### src/assert_macros.svh
// Assertion macros shared by the tokenizer RTL.
`ifndef ASSERT_MACROS_SVH
`define ASSERT_MACROS_SVH

// Check a property on every rising clock edge outside reset.
`define OST_ASSERT(lbl, prop, msg) \
  lbl: assert property (@(posedge clk_i) disable iff (!rst_ni) (prop)) else $error(msg);

// Check that a condition implies a consequence in the same cycle.
`define OST_ASSERT_IMPL(lbl, ante, cons, msg) \
  lbl: assert property (@(posedge clk_i) disable iff (!rst_ni) (ante) |-> (cons)) \
    else $error(msg);

// Check that a condition implies a consequence in the next cycle.
`define OST_ASSERT_NEXT(lbl, ante, cons, msg) \
  lbl: assert property (@(posedge clk_i) disable iff (!rst_ni) (ante) |=> (cons)) \
    else $error(msg);

`endif

### src/ost_pkg.sv
// Types, token codes, character constants and decode functions of the tokenizer.
package ost_pkg;

  localparam int unsigned CharW = 21;
  localparam int unsigned TokW  = 6;

  typedef logic [CharW-1:0] char_t;
  typedef logic [TokW-1:0]  tok_t;

  // Token codes
  localparam tok_t TOK_NONE       = 6'd0;
  localparam tok_t TOK_QUOTE      = 6'd1;
  localparam tok_t TOK_BSLASH     = 6'd2;
  localparam tok_t TOK_LPAREN     = 6'd3;
  localparam tok_t TOK_RPAREN     = 6'd4;
  localparam tok_t TOK_LBRACK     = 6'd5;
  localparam tok_t TOK_RBRACK     = 6'd6;
  localparam tok_t TOK_LBRACE     = 6'd7;
  localparam tok_t TOK_RBRACE     = 6'd8;
  localparam tok_t TOK_SEMI       = 6'd9;
  localparam tok_t TOK_COMMA      = 6'd10;
  localparam tok_t TOK_AT         = 6'd11;
  localparam tok_t TOK_QUEST      = 6'd12;
  localparam tok_t TOK_TILDE      = 6'd13;
  localparam tok_t TOK_EQEQ       = 6'd14;
  localparam tok_t TOK_FATARROW   = 6'd15;
  localparam tok_t TOK_EQ         = 6'd16;
  localparam tok_t TOK_MINUSEQ    = 6'd17;
  localparam tok_t TOK_ARROW      = 6'd18;
  localparam tok_t TOK_MINUS      = 6'd19;
  localparam tok_t TOK_COLON      = 6'd20;
  localparam tok_t TOK_NE         = 6'd21;
  localparam tok_t TOK_BANG       = 6'd22;
  localparam tok_t TOK_PLUSEQ     = 6'd23;
  localparam tok_t TOK_INC        = 6'd24;
  localparam tok_t TOK_PLUS       = 6'd25;
  localparam tok_t TOK_STAREQ     = 6'd26;
  localparam tok_t TOK_STAR       = 6'd27;
  localparam tok_t TOK_SLASHEQ    = 6'd28;
  localparam tok_t TOK_SLASH      = 6'd29;
  localparam tok_t TOK_AMPEQ      = 6'd30;
  localparam tok_t TOK_ANDAND     = 6'd31;
  localparam tok_t TOK_AMP        = 6'd32;
  localparam tok_t TOK_PIPEEQ     = 6'd33;
  localparam tok_t TOK_OROR       = 6'd34;
  localparam tok_t TOK_PIPE       = 6'd35;
  localparam tok_t TOK_CARETEQ    = 6'd36;
  localparam tok_t TOK_CARET      = 6'd37;
  localparam tok_t TOK_PCTEQ      = 6'd38;
  localparam tok_t TOK_PCT        = 6'd39;
  localparam tok_t TOK_ELLIPSIS   = 6'd40;
  localparam tok_t TOK_RANGEEXCL  = 6'd41;
  localparam tok_t TOK_DOTDOT     = 6'd42;
  localparam tok_t TOK_DOT        = 6'd43;
  localparam tok_t TOK_SPACESHIP  = 6'd44;
  localparam tok_t TOK_LE         = 6'd45;
  localparam tok_t TOK_SHLEQ      = 6'd46;
  localparam tok_t TOK_SHL        = 6'd47;
  localparam tok_t TOK_LT         = 6'd48;
  localparam tok_t TOK_GE         = 6'd49;
  localparam tok_t TOK_SHREQ      = 6'd50;
  localparam tok_t TOK_SHR        = 6'd51;
  localparam tok_t TOK_GT         = 6'd52;

  // Character code points
  localparam char_t CH_QUOTE  = 21'h27;
  localparam char_t CH_BSLASH = 21'h5C;
  localparam char_t CH_LPAREN = 21'h28;
  localparam char_t CH_RPAREN = 21'h29;
  localparam char_t CH_LBRACK = 21'h5B;
  localparam char_t CH_RBRACK = 21'h5D;
  localparam char_t CH_LBRACE = 21'h7B;
  localparam char_t CH_RBRACE = 21'h7D;
  localparam char_t CH_SEMI   = 21'h3B;
  localparam char_t CH_COMMA  = 21'h2C;
  localparam char_t CH_AT     = 21'h40;
  localparam char_t CH_QUEST  = 21'h3F;
  localparam char_t CH_TILDE  = 21'h7E;
  localparam char_t CH_COLON  = 21'h3A;
  localparam char_t CH_EQ     = 21'h3D;
  localparam char_t CH_MINUS  = 21'h2D;
  localparam char_t CH_BANG   = 21'h21;
  localparam char_t CH_PLUS   = 21'h2B;
  localparam char_t CH_STAR   = 21'h2A;
  localparam char_t CH_SLASH  = 21'h2F;
  localparam char_t CH_AMP    = 21'h26;
  localparam char_t CH_PIPE   = 21'h7C;
  localparam char_t CH_CARET  = 21'h5E;
  localparam char_t CH_PCT    = 21'h25;
  localparam char_t CH_DOT    = 21'h2E;
  localparam char_t CH_LT     = 21'h3C;
  localparam char_t CH_GT     = 21'h3E;

  // Pending operator prefix, one-hot
  typedef enum logic [17:0] {
    PFX_NONE   = 18'h00001,
    PFX_EQ     = 18'h00002,
    PFX_MINUS  = 18'h00004,
    PFX_BANG   = 18'h00008,
    PFX_PLUS   = 18'h00010,
    PFX_STAR   = 18'h00020,
    PFX_SLASH  = 18'h00040,
    PFX_AMP    = 18'h00080,
    PFX_PIPE   = 18'h00100,
    PFX_CARET  = 18'h00200,
    PFX_PCT    = 18'h00400,
    PFX_DOT    = 18'h00800,
    PFX_DOTDOT = 18'h01000,
    PFX_LT     = 18'h02000,
    PFX_LTEQ   = 18'h04000,
    PFX_LTLT   = 18'h08000,
    PFX_GT     = 18'h10000,
    PFX_GTGT   = 18'h20000
  } pfx_e;

  typedef struct packed {
    tok_t  token_code;
    char_t passed_char;
    logic  run_last;
  } res_t;

  // Results of one decoded character: count 0..2, slot 0 first.
  typedef struct packed {
    logic [1:0]     cnt;
    res_t [1:0]     res;
  } dec_out_t;

  // Token emitted when a pending prefix can no longer grow.
  function automatic tok_t pfx_fallback(pfx_e p);
    tok_t t;
    case (p)
      PFX_EQ:     t = TOK_EQ;
      PFX_MINUS:  t = TOK_MINUS;
      PFX_BANG:   t = TOK_BANG;
      PFX_PLUS:   t = TOK_PLUS;
      PFX_STAR:   t = TOK_STAR;
      PFX_SLASH:  t = TOK_SLASH;
      PFX_AMP:    t = TOK_AMP;
      PFX_PIPE:   t = TOK_PIPE;
      PFX_CARET:  t = TOK_CARET;
      PFX_PCT:    t = TOK_PCT;
      PFX_DOT:    t = TOK_DOT;
      PFX_DOTDOT: t = TOK_DOTDOT;
      PFX_LT:     t = TOK_LT;
      PFX_LTEQ:   t = TOK_LE;
      PFX_LTLT:   t = TOK_SHL;
      PFX_GT:     t = TOK_GT;
      PFX_GTGT:   t = TOK_SHR;
      default:    t = TOK_NONE;
    endcase
    return t;
  endfunction

  // Single-character token for a character seen with nothing pending.
  function automatic tok_t fresh_tok(char_t c);
    tok_t t;
    case (c)
      CH_QUOTE:  t = TOK_QUOTE;
      CH_BSLASH: t = TOK_BSLASH;
      CH_LPAREN: t = TOK_LPAREN;
      CH_RPAREN: t = TOK_RPAREN;
      CH_LBRACK: t = TOK_LBRACK;
      CH_RBRACK: t = TOK_RBRACK;
      CH_LBRACE: t = TOK_LBRACE;
      CH_RBRACE: t = TOK_RBRACE;
      CH_SEMI:   t = TOK_SEMI;
      CH_COMMA:  t = TOK_COMMA;
      CH_AT:     t = TOK_AT;
      CH_QUEST:  t = TOK_QUEST;
      CH_TILDE:  t = TOK_TILDE;
      CH_COLON:  t = TOK_COLON;
      default:   t = TOK_NONE;
    endcase
    return t;
  endfunction

  // Prefix opened by a character seen with nothing pending.
  function automatic pfx_e fresh_pfx(char_t c);
    pfx_e p;
    case (c)
      CH_EQ:    p = PFX_EQ;
      CH_MINUS: p = PFX_MINUS;
      CH_BANG:  p = PFX_BANG;
      CH_PLUS:  p = PFX_PLUS;
      CH_STAR:  p = PFX_STAR;
      CH_SLASH: p = PFX_SLASH;
      CH_AMP:   p = PFX_AMP;
      CH_PIPE:  p = PFX_PIPE;
      CH_CARET: p = PFX_CARET;
      CH_PCT:   p = PFX_PCT;
      CH_DOT:   p = PFX_DOT;
      CH_LT:    p = PFX_LT;
      CH_GT:    p = PFX_GT;
      default:  p = PFX_NONE;
    endcase
    return p;
  endfunction

endpackage

### src/ost_decode.sv
// Pending-prefix register and single-pass longest-match decode of one character.
module ost_decode (
  input  logic               clk_i,
  input  logic               rst_ni,
  input  logic               accept_i,
  input  ost_pkg::char_t     ch_i,
  input  logic               end_of_input_i,
  output ost_pkg::dec_out_t  dec_o
);
  import ost_pkg::*;

  `include "assert_macros.svh"

  pfx_e     pend_q, pend_d;
  tok_t     ext_tok;
  pfx_e     ext_pfx;
  tok_t     fb_tok;
  tok_t     fr_tok;
  pfx_e     fr_pfx;
  tok_t     eoi_tok;
  dec_out_t dec;

  // Try to extend the pending prefix with the incoming character.
  always_comb begin
    ext_tok = TOK_NONE;
    ext_pfx = PFX_NONE;
    case (pend_q)
      PFX_EQ: begin
        if (ch_i == CH_EQ) ext_tok = TOK_EQEQ;
        else if (ch_i == CH_GT) ext_tok = TOK_FATARROW;
      end
      PFX_MINUS: begin
        if (ch_i == CH_EQ) ext_tok = TOK_MINUSEQ;
        else if (ch_i == CH_GT) ext_tok = TOK_ARROW;
      end
      PFX_BANG:  if (ch_i == CH_EQ) ext_tok = TOK_NE;
      PFX_PLUS: begin
        if (ch_i == CH_EQ) ext_tok = TOK_PLUSEQ;
        else if (ch_i == CH_PLUS) ext_tok = TOK_INC;
      end
      PFX_STAR:  if (ch_i == CH_EQ) ext_tok = TOK_STAREQ;
      PFX_SLASH: if (ch_i == CH_EQ) ext_tok = TOK_SLASHEQ;
      PFX_AMP: begin
        if (ch_i == CH_EQ) ext_tok = TOK_AMPEQ;
        else if (ch_i == CH_AMP) ext_tok = TOK_ANDAND;
      end
      PFX_PIPE: begin
        if (ch_i == CH_EQ) ext_tok = TOK_PIPEEQ;
        else if (ch_i == CH_PIPE) ext_tok = TOK_OROR;
      end
      PFX_CARET: if (ch_i == CH_EQ) ext_tok = TOK_CARETEQ;
      PFX_PCT:   if (ch_i == CH_EQ) ext_tok = TOK_PCTEQ;
      PFX_DOT:   if (ch_i == CH_DOT) ext_pfx = PFX_DOTDOT;
      PFX_DOTDOT: begin
        if (ch_i == CH_DOT) ext_tok = TOK_ELLIPSIS;
        else if (ch_i == CH_LT) ext_tok = TOK_RANGEEXCL;
      end
      PFX_LT: begin
        if (ch_i == CH_EQ) ext_pfx = PFX_LTEQ;
        else if (ch_i == CH_LT) ext_pfx = PFX_LTLT;
      end
      PFX_LTEQ:  if (ch_i == CH_GT) ext_tok = TOK_SPACESHIP;
      PFX_LTLT:  if (ch_i == CH_EQ) ext_tok = TOK_SHLEQ;
      PFX_GT: begin
        if (ch_i == CH_EQ) ext_tok = TOK_GE;
        else if (ch_i == CH_GT) ext_pfx = PFX_GTGT;
      end
      PFX_GTGT:  if (ch_i == CH_EQ) ext_tok = TOK_SHREQ;
      default: begin
        ext_tok = TOK_NONE;
        ext_pfx = PFX_NONE;
      end
    endcase
  end

  assign fb_tok = pfx_fallback(pend_q);
  assign fr_tok = fresh_tok(ch_i);
  assign fr_pfx = fresh_pfx(ch_i);

  // Assemble up to two results and the next prefix.
  always_comb begin
    dec    = '0;
    pend_d = PFX_NONE;
    if (fb_tok != TOK_NONE && ext_tok != TOK_NONE) begin
      dec.res[0].token_code = ext_tok;
      dec.cnt               = 2'd1;
    end else if (fb_tok != TOK_NONE && ext_pfx != PFX_NONE) begin
      pend_d = ext_pfx;
    end else begin
      if (fb_tok != TOK_NONE) begin
        dec.res[0].token_code = fb_tok;
        dec.cnt               = 2'd1;
      end
      if (fr_pfx != PFX_NONE) begin
        pend_d = fr_pfx;
      end else begin
        dec.res[dec.cnt[0]].token_code  = fr_tok;
        dec.res[dec.cnt[0]].passed_char = (fr_tok == TOK_NONE) ? ch_i : '0;
        dec.cnt                         = dec.cnt + 2'd1;
      end
    end
    eoi_tok = pfx_fallback(pend_d);
    if (end_of_input_i && eoi_tok != TOK_NONE) begin
      dec.res[dec.cnt[0]].token_code = eoi_tok;
      dec.cnt                        = dec.cnt + 2'd1;
      pend_d                         = PFX_NONE;
    end
    if (dec.cnt != 2'd0) begin
      dec.res[dec.cnt[0] ^ 1'b1].run_last = 1'b1;
    end
  end

  assign dec_o = dec;

  always_ff @(posedge clk_i or negedge rst_ni) begin
    if (!rst_ni) begin
      pend_q <= PFX_NONE;
    end else if (accept_i) begin
      pend_q <= pend_d;
    end
  end

  `OST_ASSERT_IMPL(a_pend_real, pend_q != PFX_NONE, pfx_fallback(pend_q) != TOK_NONE,
    "pending prefix holds no real operator prefix")
  `OST_ASSERT_NEXT(a_eoi_flush, accept_i && end_of_input_i, pend_q == PFX_NONE,
    "end of input left a prefix pending")

endmodule

### src/ost_outbuf.sv
// Two-entry result register with skid slot for the second result of a character.
module ost_outbuf (
  input  logic              clk_i,
  input  logic              rst_ni,
  input  logic              push_i,
  input  ost_pkg::dec_out_t dec_i,
  output logic              full_o,
  output logic              out_valid_o,
  input  logic              out_stall_i,
  output ost_pkg::res_t     head_o
);
  import ost_pkg::*;

  `include "assert_macros.svh"

  res_t head_q, head_d;
  res_t tail_q, tail_d;
  logic head_v_q, head_v_d;
  logic tail_v_q, tail_v_d;
  logic pop;

  assign pop    = head_v_q && !out_stall_i;
  assign full_o = tail_v_q || (head_v_q && out_stall_i);

  always_comb begin
    head_d   = head_q;
    tail_d   = tail_q;
    head_v_d = head_v_q;
    tail_v_d = tail_v_q;
    if (pop) begin
      head_d   = tail_q;
      head_v_d = tail_v_q;
      tail_v_d = 1'b0;
    end
    if (push_i && dec_i.cnt != 2'd0) begin
      head_d   = dec_i.res[0];
      head_v_d = 1'b1;
      tail_d   = dec_i.res[1];
      tail_v_d = (dec_i.cnt == 2'd2);
    end
  end

  always_ff @(posedge clk_i or negedge rst_ni) begin
    if (!rst_ni) begin
      head_v_q <= 1'b0;
      tail_v_q <= 1'b0;
    end else begin
      head_v_q <= head_v_d;
      tail_v_q <= tail_v_d;
    end
  end

  always_ff @(posedge clk_i) begin
    head_q <= head_d;
    tail_q <= tail_d;
  end

  assign out_valid_o = head_v_q;
  assign head_o      = head_q;

  `OST_ASSERT(a_tail_behind_head, !tail_v_q || head_v_q, "second slot filled with head empty")
  `OST_ASSERT_NEXT(a_pair_held, push_i && dec_i.cnt == 2'd2, head_v_q && tail_v_q,
    "pair of results not both held")

endmodule

### src/operator_symbol_tokenizer_core.sv
// Top level of the longest-match operator and punctuation tokenizer.
//
// Input channel: one character per transaction on ch_i with end_of_input_i,
// taken at a rising edge where in_valid_i is high and in_stall_o is low.
// Output channel: token_code_o, passed_char_o and run_last_o, taken at a rising
// edge where out_valid_o is high and out_stall_i is low.
// A character yields zero, one or two result transactions; run_last_o marks
// the final one of a character. Characters that only lengthen an operator
// prefix yield none until the operator completes or breaks.
// A character's first result is registered and appears in the cycle after it
// is taken. Throughput: one character per cycle while the receiver does not
// stall; a character with two results holds the input while the second drains.
// The rate is set by the single pending-prefix register and the two-slot result buffer.
// Reset clears the pending prefix to none and empties the result buffer.
// When the receiver stalls, the current result holds, and the input stalls
// for as long as a result is waiting, whatever the next character would make.
module operator_symbol_tokenizer_core (
  input  logic                   clk_i,
  input  logic                   rst_ni,
  input  logic                   in_valid_i,
  output logic                   in_stall_o,
  input  logic [20:0]            ch_i,
  input  logic                   end_of_input_i,
  output logic                   out_valid_o,
  input  logic                   out_stall_i,
  output logic [5:0]             token_code_o,
  output logic [20:0]            passed_char_o,
  output logic                   run_last_o
);
  import ost_pkg::*;

  `include "assert_macros.svh"

  logic     accept;
  logic     full;
  dec_out_t dec;
  res_t     head;

  // Take a character only when the result buffer can absorb its results.
  assign in_stall_o = full;
  assign accept     = in_valid_i && !full;

  // Decode against the pending prefix and advance it on accept.
  ost_decode u_decode (
    .clk_i          (clk_i),
    .rst_ni         (rst_ni),
    .accept_i       (accept),
    .ch_i           (ch_i),
    .end_of_input_i (end_of_input_i),
    .dec_o          (dec)
  );

  // Hold results until the receiver takes them.
  ost_outbuf u_outbuf (
    .clk_i       (clk_i),
    .rst_ni      (rst_ni),
    .push_i      (accept),
    .dec_i       (dec),
    .full_o      (full),
    .out_valid_o (out_valid_o),
    .out_stall_i (out_stall_i),
    .head_o      (head)
  );

  assign token_code_o  = head.token_code;
  assign passed_char_o = head.passed_char;
  assign run_last_o    = head.run_last;

  `OST_ASSERT_IMPL(a_pass_only_nonsym, out_valid_o && token_code_o != TOK_NONE,
    passed_char_o == '0, "symbol token carries a passed character")

endmodule

### config.mk
export PLATFORM = sky130hd
export DESIGN_NAME = operator_symbol_tokenizer_core
export DESIGN_NICKNAME = d
export VERILOG_FILES = /design/src/ost_pkg.sv /design/src/ost_decode.sv /design/src/ost_outbuf.sv /design/src/operator_symbol_tokenizer_core.sv
export VERILOG_INCLUDE_DIRS = /design/src /design/src/src
export SDC_FILE = /design/constraint.sdc
export NUM_CORES = 1
export LEC_CHECK = 0
export BUFFER_PORTS_ARGS = -buffer_cell sky130_fd_sc_hd__buf_2
export CORE_MARGIN = 4
export CORE_UTILIZATION = 52
export CTS_BUF_LIST = sky130_fd_sc_hd__clkbuf_2
export DETAILED_ROUTE_END_ITERATION = 12
export PLACE_DENSITY = 0.72
export SYNTH_ARGS = -nofsm -noshare
export SYNTH_HDL_FRONTEND = slang
export SYNTH_SLANG_ARGS = --single-unit
### constraint.sdc
create_clock -name clk_i -period 14.76 [get_ports clk_i]
set_input_delay 0 -clock clk_i [delete_from_list [all_inputs] [get_ports clk_i]]
set_output_delay 0 -clock clk_i [all_outputs]
set_load 0.02 [all_outputs]
# Yosys cells after proc, flatten, opt, wreduce, memory -nomap -nowiden

Index checks and enable logic that the tools add are counted.

Add/subtract/negate cells: 2
Reductions and logical operators: 19
Equality and inequality tests: 64
Order comparisons: 6
Bitwise operators: 1
Muxes and demuxes: 69

Operator list:

| cell                   | number |
|---|---|
| $eq A21 B6 Y1 const B  | 18 |
| $bwmux W56             | 4 |
| $pmux W17 S13          | 1 |
| $pmux W6 S17           | 2 |
| $eq A21 B7 Y1 const B  | 9 |
| $mux W58               | 3 |
| $mux W28               | 5 |
| $demux W28 S1          | 4 |
| $mux W18               | 6 |
| $mux W6                | 18 |
| $pmux W6 S15           | 1 |
| $pmux W5 S14           | 1 |
| $mux W56               | 1 |
| $pmux W18 S3           | 1 |
| $mux W22               | 2 |
| $eq A18 B10 Y1 const B | 2 |
| $eq A18 B11 Y1 const B | 2 |
| $eq A18 B12 Y1 const B | 2 |
| $eq A18 B13 Y1 const B | 2 |
| $eq A18 B14 Y1 const B | 2 |
| $eq A18 B15 Y1 const B | 2 |
| $eq A18 B16 Y1 const B | 2 |
| $eq A18 B17 Y1 const B | 2 |
| $eq A18 B18 Y1 const B | 2 |
| other kinds (29)       | 67 |

Word-level logic and storage cells: 170
Flip-flop bits (word level): 76
Output and inout port bits: 30
Input bits: 26

# Longest topological paths before layout

Gate-level depths: netlist of the first run.

Word-level depth: 31
Depth in mapped cells: 21
Depth with buffers taken out: 14

# Hierarchy

A second synthesis of the first run with hierarchy kept.

Cells, all modules: 602
Area, all modules: 5851.9 um^2

By module, submodules not included:

| module                         | seq. area each (um^2) | cells an instance | area each (um^2) | instances |
|---|---|---|---|---|
| ost_decode                     | 451.7                 | 503               | 3597.2           | 1 |
| ost_outbuf                     | 1731.7                | 98                | 2240.9           | 1 |
| operator_symbol_tokenizer_core | 0.0                   | 1                 | 13.8             | 1 |

# Least setup slack after synthesis of the first run

Ideal clock, no wire load.

Kind: flip-flop to flip-flop
Start: register u_decode.pend_q[5]
End: register u_outbuf.head_q, in the netlist u_outbuf.head_o[0] (enable)
Cell stages (with the launch flop): 19
Clock period less this slack: 5.418 ns
Library setup time: 0.610 ns
Setup slack: 9.342 ns
Required time: 14.150 ns
Data arrival time: 4.808 ns
Buffers on the path: 5
Cells stage by stage: dfrtp_1 > clkbuf_1 > nor4_2 > nand4_1 > nor4_1 > nor4_1 > nand2_1 > clkbuf_1 > ha_1 > nand2b_1 > buf_2 > nand2_1 > ha_1 > inv_1 > nor2_1 > a31oi_4 > buf_4 > buf_2 > o21ai_0

Longest elaborated chain between the ends: 15
Elaborated cells between the ends (all ways): 59
Classes of those cells: 2 x add/sub; 35 x eq/ne; 13 x mux; 9 x reduce/logical

RTL lines:

| item                                   | RTL line                                             | source |
|---|---|---|
| start: declaration                     | ost_decode.sv:14                                     | `pfx_e pend_q, pend_d;` |
| start signal: assignment               | ost_decode.sv:119                                    | `pend_q <= pend_d;` |
| $eq A18 B18 Y1 (tied with other cells) | ost_pkg.sv:131, ost_decode.sv:27                     |  |
| $pmux W6 S17                           | ost_pkg.sv:131                                       | `case (p)` |
| $reduce_bool A6 Y1                     | ost_decode.sv:84, ost_decode.sv:87, ost_decode.sv:90 |  |
| $mux W1                                | ost_decode.sv:90                                     | `if (fb_tok != TOK_NONE) begin` |
| $mux W2                                | ost_decode.sv:87                                     | `end else if (fb_tok != TOK_NONE && ext_pfx != PFX_NONE) begin` |
| $mux W2                                | ost_decode.sv:84                                     | `if (fb_tok != TOK_NONE && ext_tok != TOK_NONE) begin` |
| $add A2 B1 Y2                          | ost_decode.sv:99                                     | `dec.cnt = dec.cnt + 2'd1;` |
| $mux W58                               | ost_decode.sv:94                                     | `if (fr_pfx != PFX_NONE) begin` |
| $mux W58                               | ost_decode.sv:87                                     |  |
| $mux W2                                | ost_decode.sv:84                                     |  |
| $add A2 B1 Y2                          | ost_decode.sv:105                                    | `dec.cnt = dec.cnt + 2'd1;` |
| $mux W58 *                             | ost_decode.sv:103                                    | `if (end_of_input_i && eoi_tok != TOK_NONE) begin` |
| $reduce_bool A2 Y1 *                   | ost_outbuf.sv:35                                     | `if (push_i && dec_i.cnt != 2'd0) begin` |
| $logic_and A1 B1 Y1 *                  | ost_outbuf.sv:35                                     |  |
| $reduce_bool A2 Y1 (no line) *         | --                                                   |  |
| end signal: assignment                 | ost_outbuf.sv:54                                     | `head_q <= head_d;` |
| end: declaration                       | ost_outbuf.sv:16                                     | `res_t head_q, head_d;` |

Every way passes the cells marked *; elsewhere a longest branch is shown, timed or not. The select of a mux whose other input is x is not followed.
A chain may end at the register's enable or synchronous reset.

==> impl_metrics.ini, run 1 <==
[logic_synthesis]
synthCells = 649
synthFlopType = edfxtp_1
synth.distinct_cells = 83
ys_ff_latch = 76
syn-cell-area_um2 = 5580
synth_edf_count = 56
ys_warn_count = 0
syn_area_per_cell_um2 = 8.60
synth_fp_nets = 677
synth-seq-area-share_pct = 39.1
synthArstFlopShare_pct = 26.3

[worst_setup_path]
max_stage_delay_ns = 0.95
endpoint_kind = flop
cp.required_ns = 15.16
slowest_stage = nor4_1
cp.buffers_inverters = 3
crit_fanout = 51
arrival_ns = 6.25
path_cells = nor4_1, nand4_1, a21oi_1, nor4_1, nand2_1, ha_1, nand2b_1, nand2_1, ha_1, inv_1, nor2_1, a31oi_4, buf_4, inv_2, mux2_1
cp-start-kind = flop
criticalPathCategory = reg -> reg
crit_family = simple AND/OR/NAND/NOR gates

[timing]
setup_tns_ns = 0
slew_headroom_pct = 29.5
min_period_over_period_pct = 39.6
drv_slew = 0
setup_viol = 0
skew_ns = 0.0324
clock.fmax_mhz = 171
min_period_ns = 5.85
hold_violations = 0
rsz0062_at_grt = false
tightest_slew_ns = 1.05

[clock_network]
clk_latency_ns = 0.60
clock-sinks = 76
cts-root-buf = clkbuf_2
cts_setup_buffers = 0
cts_tree = done
path_clk_slew_ns = 0.28
cts_made_buffers = 9
clockBufferDepth = 2
cts_resized = 0
cts_max_level = 3

[detailed_routing]
vias_per_cell = 6.99
antenna_left = 0
drtIter0Drc = 1049
drc = 0
drt-pass1-iter-count = 10
wl_mm = 20.7
wl_per_cell_um = 24.2
vias = 5961

[floorplan]
initial_core_util_pct = 53.8
pin_count = 56
core_um2 = 10400
die_y_um = 112
die_area_um2 = 12500
rows = 37
fp.dieW_um = 112

[power_and_ir_drop]
p_comb_share_pct = 14.9
power_switching_uw = 139
p_leak_uw = 0.00253
p_int_uw = 309
power_frac_clock_pct = 29.4
power_density_nw_per_um2 = 70.8
ir_drop_v = 0.0000613
p_sw_share_pct = 31.0
totalPowerFinal_uw = 447
seqPwrFrac_pct = 55.7

[cells_and_area]
final_common_cell = nand2_1
syn_to_final_growth_pct = 13.2
fin_cells = 853
fin_nets = 740
design_area_um2 = 6320
insertedDiodeCount = 0
drive_above_1_share_pct = 15.8
layout_common_cells = nand2_1 (84), edfxtp_1 (56), buf_2 (55)

[min_path]
hp-class = in -> reg

[run]
cap_violations = 0

[placement]
dp_hpwl_mm = 15.7
gp_congestion = 1.10
dp_cells = 809
portBuffers = 55
place_area_um2 = 5910

[run_status]
status = completed

[global_routing]
groute.usage.overall_pct = 32.8
grt_pass1_vias = 5467
grt_antenna_before_repair = 1
grt_pass1_wl_mm = 31.8
grt_remaining_overflow = 0
grt_max_degree = 52
[layer usage]
metal  wire [µm]  track usage (%)  share of wire [%]
met3        2820             8.75                 14
met1        8150             46.3                 39
met5          15                0              0.073
met4         677             11.9                3.3
met2        9010             48.7                 44
[registers in the layout, indices dropped and copies added, names as in the netlist]
signal and count:
u_outbuf.head_o 28, u_decode.pend_q 18, u_outbuf.out_valid_o 1, u_outbuf.tail_v_q 1
u_outbuf.tail_q 28
[power groups by stage]
stage | clock network (µW) | registers (µW) | logic [µW]
floorplan | 0 | 266 | 24.3
global placement | 0 | 254 | 58.6
detailed placement | 0 | 254 | 60.1
CTS | 131 | 249 | 65.9
global route | 139 | 250 | 71.6
finish | 131 | 249 | 66.5
[timing repair]
item / in CTS / in global routing
setup endpoints to repair: 0 / 0
endpoints found under the hold margin: 65 / 0
hold buffers: 28 / 0
[worst reg2reg max path, stage by stage, from the launching register on]
cell,delay [ns]
dfrtp_1,0.58
nor4_1,0.95
nand4_1,0.37
a21oi_1,0.42
nor4_1,0.17
nand2_1,0.45
ha_1,0.34
nand2b_1,0.32
nand2_1,0.10
ha_1,0.30
inv_1,0.08
nor2_1,0.09
a31oi_4,0.17
buf_4,0.45
inv_2,0.43
mux2_1,0.44
[cells in the mapped netlist (all sizes together), types with 3 or more instances]
library cell / count / share of area, %
nand2b: 12 / 1.3
a21oi: 16 / 1.6
o41ai: 5 / 0.78
nor2: 54 / 3.7
nor3b: 3 / 0.40
nand3: 19 / 1.8
or2: 9 / 1.0
inv: 27 / 1.9
or4: 15 / 2.1
a22oi: 4 / 0.54
nor3: 25 / 2.2
and3: 21 / 2.4
o31ai: 18 / 2.4
a31oi: 7 / 1.1
a311oi: 4 / 0.63
clkbuf: 25 / 1.7
o211ai: 4 / 0.54
o21ai: 38 / 3.4
and2: 14 / 1.6
mux2: 4 / 0.81
and4: 5 / 0.78
mux2i: 3 / 0.54
edfxtp: 56 / 30
a32o: 4 / 0.72
or3: 8 / 0.90
xnor2: 7 / 1.1
dfrtp: 19 / 8.5
nand4: 16 / 1.9
a211oi: 3 / 0.49
o22ai: 7 / 0.78
nor2b: 9 / 1.0
o32ai: 5 / 0.78
nor4: 41 / 5.7
nand2: 86 / 6.0
buf: 13 / 1.4
a21o: 7 / 0.94
[logic make-up (layout without fill, tap and decap cells)]
group                      count (synthesis)  after routing  synth area share (%)
muxes                                      7              7                  1.35
AOI/OAI and AO/OA                        144            144                  18.4
buffers and inverters                     65            133                  4.96
DFF                                       76             76                  39.1
xor gates and xnor gates                   9              9                  1.55
adders and majority gates                  2              2                 0.448
and+or+nand+nor                          346            346                  34.2
[stage by stage]
step	hold WS (ns)	setup slack, ns	utilization (%)
6_report	0.264	8.91	60.9
4_1_cts	0.255	9.08	60.9
3_5_place_dp	-0.0168	9.08	57.0
3_3_place_gp	-0.0229	9.25	57.0
2_1_floorplan	-0.296	9.34	-
5_1_grt	0.302	8.48	60.9
[path summary, 6_finish.rpt]
kind / to / slack [ns] / cells after the start / from
max in group asynchronous: u_decode.pend_q[6]$_DFFE_PN0P_ / 13.04 / 4 / rst_ni
setup reg to reg: u_outbuf.head_o[23]$_DFFE_PP_ / 8.91 / 15 / u_decode.pend_q[1]$_DFFE_PN0P_
setup / recovery: u_outbuf.head_o[23]$_DFFE_PP_ / 8.91 / 15 / u_decode.pend_q[1]$_DFFE_PN0P_
hold / removal: u_outbuf.out_valid_o$_DFFE_PN0P_ / 0.26 / 4 / out_stall_i
min in group asynchronous: u_decode.pend_q[0]$_DFFE_PN1P_ / 0.40 / 3 / rst_ni
hold reg to reg: u_outbuf.head_o[10]$_DFFE_PP_ / 0.55 / 2 / u_outbuf.tail_q[10]$_SDFFCE_PP0P_
[layout make-up]
type                       count  area (µm²)
clock buffer                   9        45.0
clock inverter                 7        80.1
fill                         940        4050
inverter                      27         106
multi-input combinational    508        3120
sequential                    76        2180
tap                          136         170
timing repair buffer          90         608
No activity file was read; power rests on OpenSTA's default activity.
==> inputs of run 2 (changes only) <==
--- a/config.mk
+++ b/config.mk
@@ -6,12 +6,13 @@
 export SDC_FILE = /design/constraint.sdc
 export NUM_CORES = 1
 export LEC_CHECK = 0
+export ABC_AREA = 1
 export BUFFER_PORTS_ARGS = -buffer_cell sky130_fd_sc_hd__buf_2
 export CORE_MARGIN = 4
 export CORE_UTILIZATION = 52
 export CTS_BUF_LIST = sky130_fd_sc_hd__clkbuf_2
 export DETAILED_ROUTE_END_ITERATION = 12
-export PLACE_DENSITY = 0.72
+export PLACE_DENSITY = 0.71
 export SYNTH_ARGS = -nofsm -noshare
 export SYNTH_HDL_FRONTEND = slang
 export SYNTH_SLANG_ARGS = --single-unit
==> constraint.sdc (replaced) <==
create_clock -name clk_i -period 5.8 [get_ports clk_i]
set_input_delay 0 -clock clk_i [delete_from_list [all_inputs] [get_ports clk_i]]
set_output_delay 0 -clock clk_i [all_outputs]
set_load 0.02 [all_outputs]
==> run 2 against run 1 <==
Cell count is 50% higher. Utilization is 0.96 points lower. Flip-flop and latch count stayed put. Sequential share of layout area is 6.2 points lower. Clock power grew to 3.3 times the previous value. Count of clock-buffer cells in the layout stayed put. Clock skew is 0.0028 ns lower. Wire length is 13% higher. Global-route usage is 1.9 points lower. Power grew to 2.8 times the previous value. Synthesized area is 24% higher. Synthesized cell count is 59% higher. Critical path type unchanged.
==> impl_metrics.ini, run 2 <==
[run_status]
status = completed

[logic_synthesis]
synth-seq-area-share_pct = 31.5
synth_top_area_share_pct = 24.3
synth.most_common_cell = nand2_1
synthFlopType = edfxtp_1
syn_area_per_cell_um2 = 6.74
ys_warn_count = 0
synthCells = 1029
syn-cell-area_um2 = 6930
synth_fp_nets = 1057
synth.area.top_cells = edfxtp_1 (24%), nand2_1 (13%), nor2_1 (8.6%)
synthArstFlopShare_pct = 26.3
synth_top_area_cell = edfxtp_1
ys_ff_latch = 76
netlist_top_cells_count = nand2_1 (238), nor2_1 (159), inv_1 (121), nand3_1 (113), edfxtp_1 (56)
synth.distinct_cells = 53
synth_edf_count = 56

[detailed_routing]
antenna_left = 0
wl_met2_mm = 10.1
met3_length_mm = 2.73
drt-pass1-iter-count = 8
drc = 0
drtIter0Drc = 1021
vias_per_cell = 5.79
highest_layer = met4
wl_mm = 23.4
wl_per_cell_um = 18.3
vias = 7405
met1Wirelength_mm = 10.1

[min_path]
worstHoldPathCells = 4
hp-class = in -> reg
hold_start = out_stall_i
hold_path_end = u_outbuf.out_valid_o$_DFFE_PN0P_

[clock_network]
clock-sinks = 76
clk_latency_ns = 0.61
clockBufferDepth = 2
cts_setup_buffers = 0
cts-root-buf = clkbuf_2
path_clk_slew_ns = 0.27
cts_made_buffers = 9
cts_tree = done
cts_max_level = 3

[timing]
hold_violations = 0
setup_viol = 0
rsz0062_at_grt = false
drv_slew = 0
min_period_ns = 4.50
clock.fmax_mhz = 222
min_period_over_period_pct = 77.6
setup_tns_ns = 0
finalHoldWorstSlack_ns = 0.229
skew_ns = 0.0296
tightest_slew_ns = 1.03
slew_headroom_pct = 31.1

[floorplan]
fp.dieW_um = 123
rows = 41
die_y_um = 123
initial_core_util_pct = 54.1
die_area_um2 = 15200
pin_count = 56
core_um2 = 12800

[worst_setup_path]
worstReg2RegEnd = u_outbuf.head_o[27]$_DFFE_PP_
cp.required_ns = 6.22
cp-start-kind = flop
endpoint_kind = flop
worstRegToRegCells = 24
arrival_ns = 4.92
r2r_slack_ns = 1.30
criticalPathCategory = reg -> reg
crit_fanout = 34
r2r-start = u_decode.pend_q[1]$_DFFE_PN0P_

[run]
cap_violations = 0

[global_routing]
grt_pass1_wl_mm = 35.8
grt_remaining_overflow = 0
grt_pass1_vias = 6638
grt_antenna_before_repair = 1
grt_max_degree = 50
groute.usage.overall_pct = 30.9

[cells_and_area]
syn_to_final_growth_pct = 10.9
drive_above_1_share_pct = 16.4
fin_nets = 1128
layout_common_cells = nand2_1 (238), nor2_1 (159), inv_1 (121)
final_common_cell = nand2_1

[placement]
dp_hpwl_mm = 17.9
gp_congestion = 0.997
portBuffers = 55

[power_and_ir_drop]
p_leak_uw = 0.00398
power_density_nw_per_um2 = 161
ir_drop_v = 0.000105
## run 2: cell count changes after synthesis, sizes merged, moves of 28 or more
cell,change
nor2,+134
nand4,+29
nand3,+108
nor4,-28
inv,+119
nand2,+179
## run 2: what timing repair did
action / in CTS / in global routing
hold buffers: 27 / 0
hold endpoints to repair: 90 / 0
gates resized for setup: 0 / 0
## run 2: stage by stage
stage / area [µm²] / setup slack, ns / std cells / utilization [%] / power, µW
after floorplan: 6930 / 2.09 / 1029 / - / 746
after global placement: 7240 / 1.45 / 1234 / 56.5 / 799
after detailed placement: 7240 / 1.42 / 1234 / 56.5 / 801
after CTS: 7690 / 1.40 / 1277 / 59.9 / 1240
after global routing: 7690 / 0.990 / 1278 / 60.0 / 1280
final: 7690 / 1.30 / 1278 / 60.0 / 1240
## run 2: how the worst max path moves through the flow
stage | from | endpoint | slack [ns] | cells after the start
detailed placement | u_decode.pend_q[16]$_DFFE_PN0P_ | u_outbuf.head_o[27]$_DFFE_PP_ | 1.42 | 24
global route | u_decode.pend_q[16]$_DFFE_PN0P_ | u_outbuf.head_o[27]$_DFFE_PP_ | 0.99 | 24
floorplan | u_decode.pend_q[0]$_DFFE_PN1P_ | u_outbuf.head_o[27]$_DFFE_PP_ | 2.09 | 25
global placement | u_decode.pend_q[2]$_DFFE_PN0P_ | u_outbuf.head_o[27]$_DFFE_PP_ | 1.45 | 24
finish | u_decode.pend_q[1]$_DFFE_PN0P_ | u_outbuf.head_o[27]$_DFFE_PP_ | 1.30 | 24
CTS | u_decode.pend_q[2]$_DFFE_PN0P_ | u_outbuf.head_o[27]$_DFFE_PP_ | 1.40 | 24
## run 2: worst max-delay path, stage by stage (launching register included)
cell     delay, ns
dfrtp_1       0.51
nor2_2        0.22
nand2_4       0.13
nor2_8        0.28
nand2_1       0.12
nor2_2        0.23
inv_1         0.15
nand2_1       0.08
nor2_1        0.04
nand4_1       0.07
nor2_1        0.12
nand2_1       0.15
ha_1          0.25
inv_1         0.05
nor2_1        0.06
nor2_1        0.24
inv_2         0.11
ha_1          0.32
inv_1         0.07
nor2_1        0.15
inv_1         0.08
nand2_2       0.58
nand3_1       0.14
nand2_1       0.10
inv_1         0.04
## run 2: power by group
| group | switching, µW | total (µW) | internal (µW) |
|---|---|---|---|
| clock | 239 | 432 | 194 |
| sequential | 8.94 | 635 | 626 |
| combinational | 117 | 168 | 51.5 |
## run 2: kinds of logic after synthesis
group                    share of synthesized area, %
flip-flops                                       31.5
AO/OA/AOI/OAI                                    8.57
buffers and inverters                            11.2
adder cells (fa/ha/maj)                         0.361
AND/OR/NAND/NOR                                  48.4
## run 2: layout make-up
type	instances	area [µm²]
clock buffer	9	45.0
antenna	1	2.50
sequential	76	2180
tap	172	215
multi-input combinational	777	3980
timing repair buffer	85	568
fill	1239	5140
clock inverter	7	128
inverter	151	572
## run 2: layer usage
layer | GRT usage (%) | vias up
met5 | 0 | -
met4 | 8.79 | 0
met3 | 9.29 | 35
met2 | 44.7 | 435
met1 | 44.5 | 3371
li1 | - | 3564
==> inputs of run 3 (changes only) <==
==> constraint.sdc (replaced) <==
create_clock -name clk_i -period 4.56 [get_ports clk_i]
set_input_delay 0 -clock clk_i [delete_from_list [all_inputs] [get_ports clk_i]]
set_output_delay 0 -clock clk_i [all_outputs]
set_load 0.02 [all_outputs]
==> run 3 against run 2 <==
Die area unchanged. Via count increased by 0.16%. Largest power group unchanged. Largest cell class unchanged. Power increased by 19%. Global-route usage increased by 0.15 points. Non-clock buffer count increased by 7.
==> impl_metrics.ini, run 3 (synthesis gave the netlist of run 2 again) <==
[worst_setup_path]
crit_family = simple AND/OR/NAND/NOR gates
worstRegToRegCells = 22
criticalPathCategory = reg -> reg
worstSetupEndpoint = u_outbuf.tail_q[4]$_SDFFCE_PP0P_
path_cells = nor2_2, nand2_4, nor2_8, nand2_1, nor2_2, inv_1, nand2_1, nor2_1, nand4_1, nor2_1, nand2_1, ha_1, inv_1, nor2_1, nor2_1, inv_2, ha_1, inv_1, nor2_1, inv_1, nand2_2, buf_12
cp.buffers_inverters = 6
r2r-start = u_decode.pend_q[1]$_DFFE_PN0P_
endpoint_kind = flop
cp-start-kind = flop
cp-startpoint = u_decode.pend_q[1]$_DFFE_PN0P_
r2r_slack_ns = 0.38
arrival_ns = 4.49
cp.required_ns = 4.88
crit_top_cell = nor2_1
slowest_stage = dfrtp_1
crit_fanout = 18
max_stage_delay_ns = 0.49
cp_num_cells = 22
worstReg2RegEnd = u_outbuf.tail_q[4]$_SDFFCE_PP0P_

[clock_network]
cts_max_level = 3
cts_resized = 0
clk_latency_ns = 0.60
cts_tree = done
clock-sinks = 76
clockBufferDepth = 2
cts-root-buf = clkbuf_2
cts_made_buffers = 9
path_clk_slew_ns = 0.24

[global_routing]
grt_pass1_wl_mm = 35.9
grt_max_degree = 36
grt_remaining_overflow = 0
groute.usage.overall_pct = 31.0
grt_pass1_vias = 6733
grt_antenna_before_repair = 1

[detailed_routing]
vias_per_cell = 5.78
wl_per_cell_um = 18.2
drt-pass1-iter-count = 6
antenna_left = 0
vias = 7417
drtIter0Drc = 1036
drc = 0
wl_mm = 23.3

[floorplan]
die_area_um2 = 15200
fp.dieW_um = 123
pin_count = 56
rows = 41
core_um2 = 12800
die_y_um = 123
initial_core_util_pct = 54.1

[timing]
min_period_over_period_pct = 91.6
clock.fmax_mhz = 239
setup_viol = 0
skew_ns = 0.0309
tightest_slew_ns = 1.09
hold_violations = 0
setup_tns_ns = 0
slew_headroom_pct = 27.0
rsz0062_at_grt = false
min_period_ns = 4.18
setup_ws_ns = 0.384
drv_slew = 0

[placement]
portBuffers = 55
dp_slack_ns = 0.421
place_area_um2 = 7280
dp_hpwl_mm = 17.9
gp_congestion = 1.07

[power_and_ir_drop]
power_density_nw_per_um2 = 191
p_sw_share_pct = 29.1
ir_drop_v = 0.000144
p_leak_uw = 0.00399
p_comb_share_pct = 14.8
power_switching_uw = 429
totalPowerFinal_uw = 1470
seqPwrFrac_pct = 55.0
p_int_uw = 1040
power_frac_clock_pct = 30.2

[run]
cap_violations = 0

[cells_and_area]
final_common_cell = nand2_1
layout_common_cells = nand2_1 (238), nor2_1 (159), inv_1 (121)
n_fill_cell = 1231
final_util_pct = 60.2
drive_above_1_share_pct = 16.8
syn_to_final_growth_pct = 11.3
seq_area_um2 = 2180
design_area_um2 = 7710
multi_input_area_um2 = 3980
fin_nets = 1135

[run_status]
status = completed

[min_path]
hp-class = in -> reg
-- run 3: cell count changes in the layout (fill, tap and decap cells not counted), sizes merged --
| cell | change |
|---|---|
| inv | -3 |
| clkinvlp | +2 |
| buf | +7 |
| clkinv | +1 |
| bufinv | -1 |
-- run 3: how the worst min path moves through the flow --
stage | start | endpoint | cells after the start
after floorplan | rst_ni | u_decode.pend_q[10]$_DFFE_PN0P_ | 0
after global placement | rst_ni | u_decode.pend_q[8]$_DFFE_PN0P_ | 1
after detailed placement | rst_ni | u_decode.pend_q[8]$_DFFE_PN0P_ | 1
after CTS | ch_i[19] | u_outbuf.tail_q[20]$_SDFFCE_PP0P_ | 4
after global routing | ch_i[19] | u_outbuf.tail_q[20]$_SDFFCE_PP0P_ | 4
final | ch_i[19] | u_outbuf.tail_q[20]$_SDFFCE_PP0P_ | 4
-- run 3: final cells by class --
| cell class | count | share of cell area (%) |
|---|---|---|
| sequential | 76 | 28.3 |
| tap | 172 | 2.79 |
| clock inverter | 6 | 1.15 |
| clock buffer | 9 | 0.584 |
| antenna | 1 | 0.0324 |
| multi-input combinational | 777 | 51.5 |
| inverter | 151 | 7.41 |
| timing repair buffer | 92 | 8.21 |
-- run 3: through the flow --
stage,hold slack [ns],instances
after CTS,0.229,1279
after global placement,-0.00335,1237
final,0.241,1284
after detailed placement,0.00791,1237
after floorplan,-0.296,1029
after global routing,0.266,1284
-- run 3: power by group through the flow --
stage          clock [µW]  sequential, µW  combinational [µW]
6_report              445             810                 218
5_1_grt               480             814                 237
4_1_cts               450             810                 216
3_5_place_dp            0             824                 198
3_3_place_gp            0             824                 197
2_1_floorplan           0             862                86.5
-- run 3: tightest hold or removal path, cell delays in order --
cell	delay, ns
dlygate4sd3_1	0.51
buf_2	0.11
inv_1	0.04
nor2_1	0.08
-- run 3: timing repair --
action                                 CTS  global route
buffers inserted                         0             4
setup endpoints to repair                0            12
hold buffers                            27             0
endpoints found under the hold margin   71             0
-- run 3: layer usage --
layer,up-vias,share of wire (%),track usage (%)
li1,3577,-,-
met1,3349,43,45.1
met2,443,40,42.9
met3,48,14,11.6
met4,0,2.4,8.44
met5,-,0,0
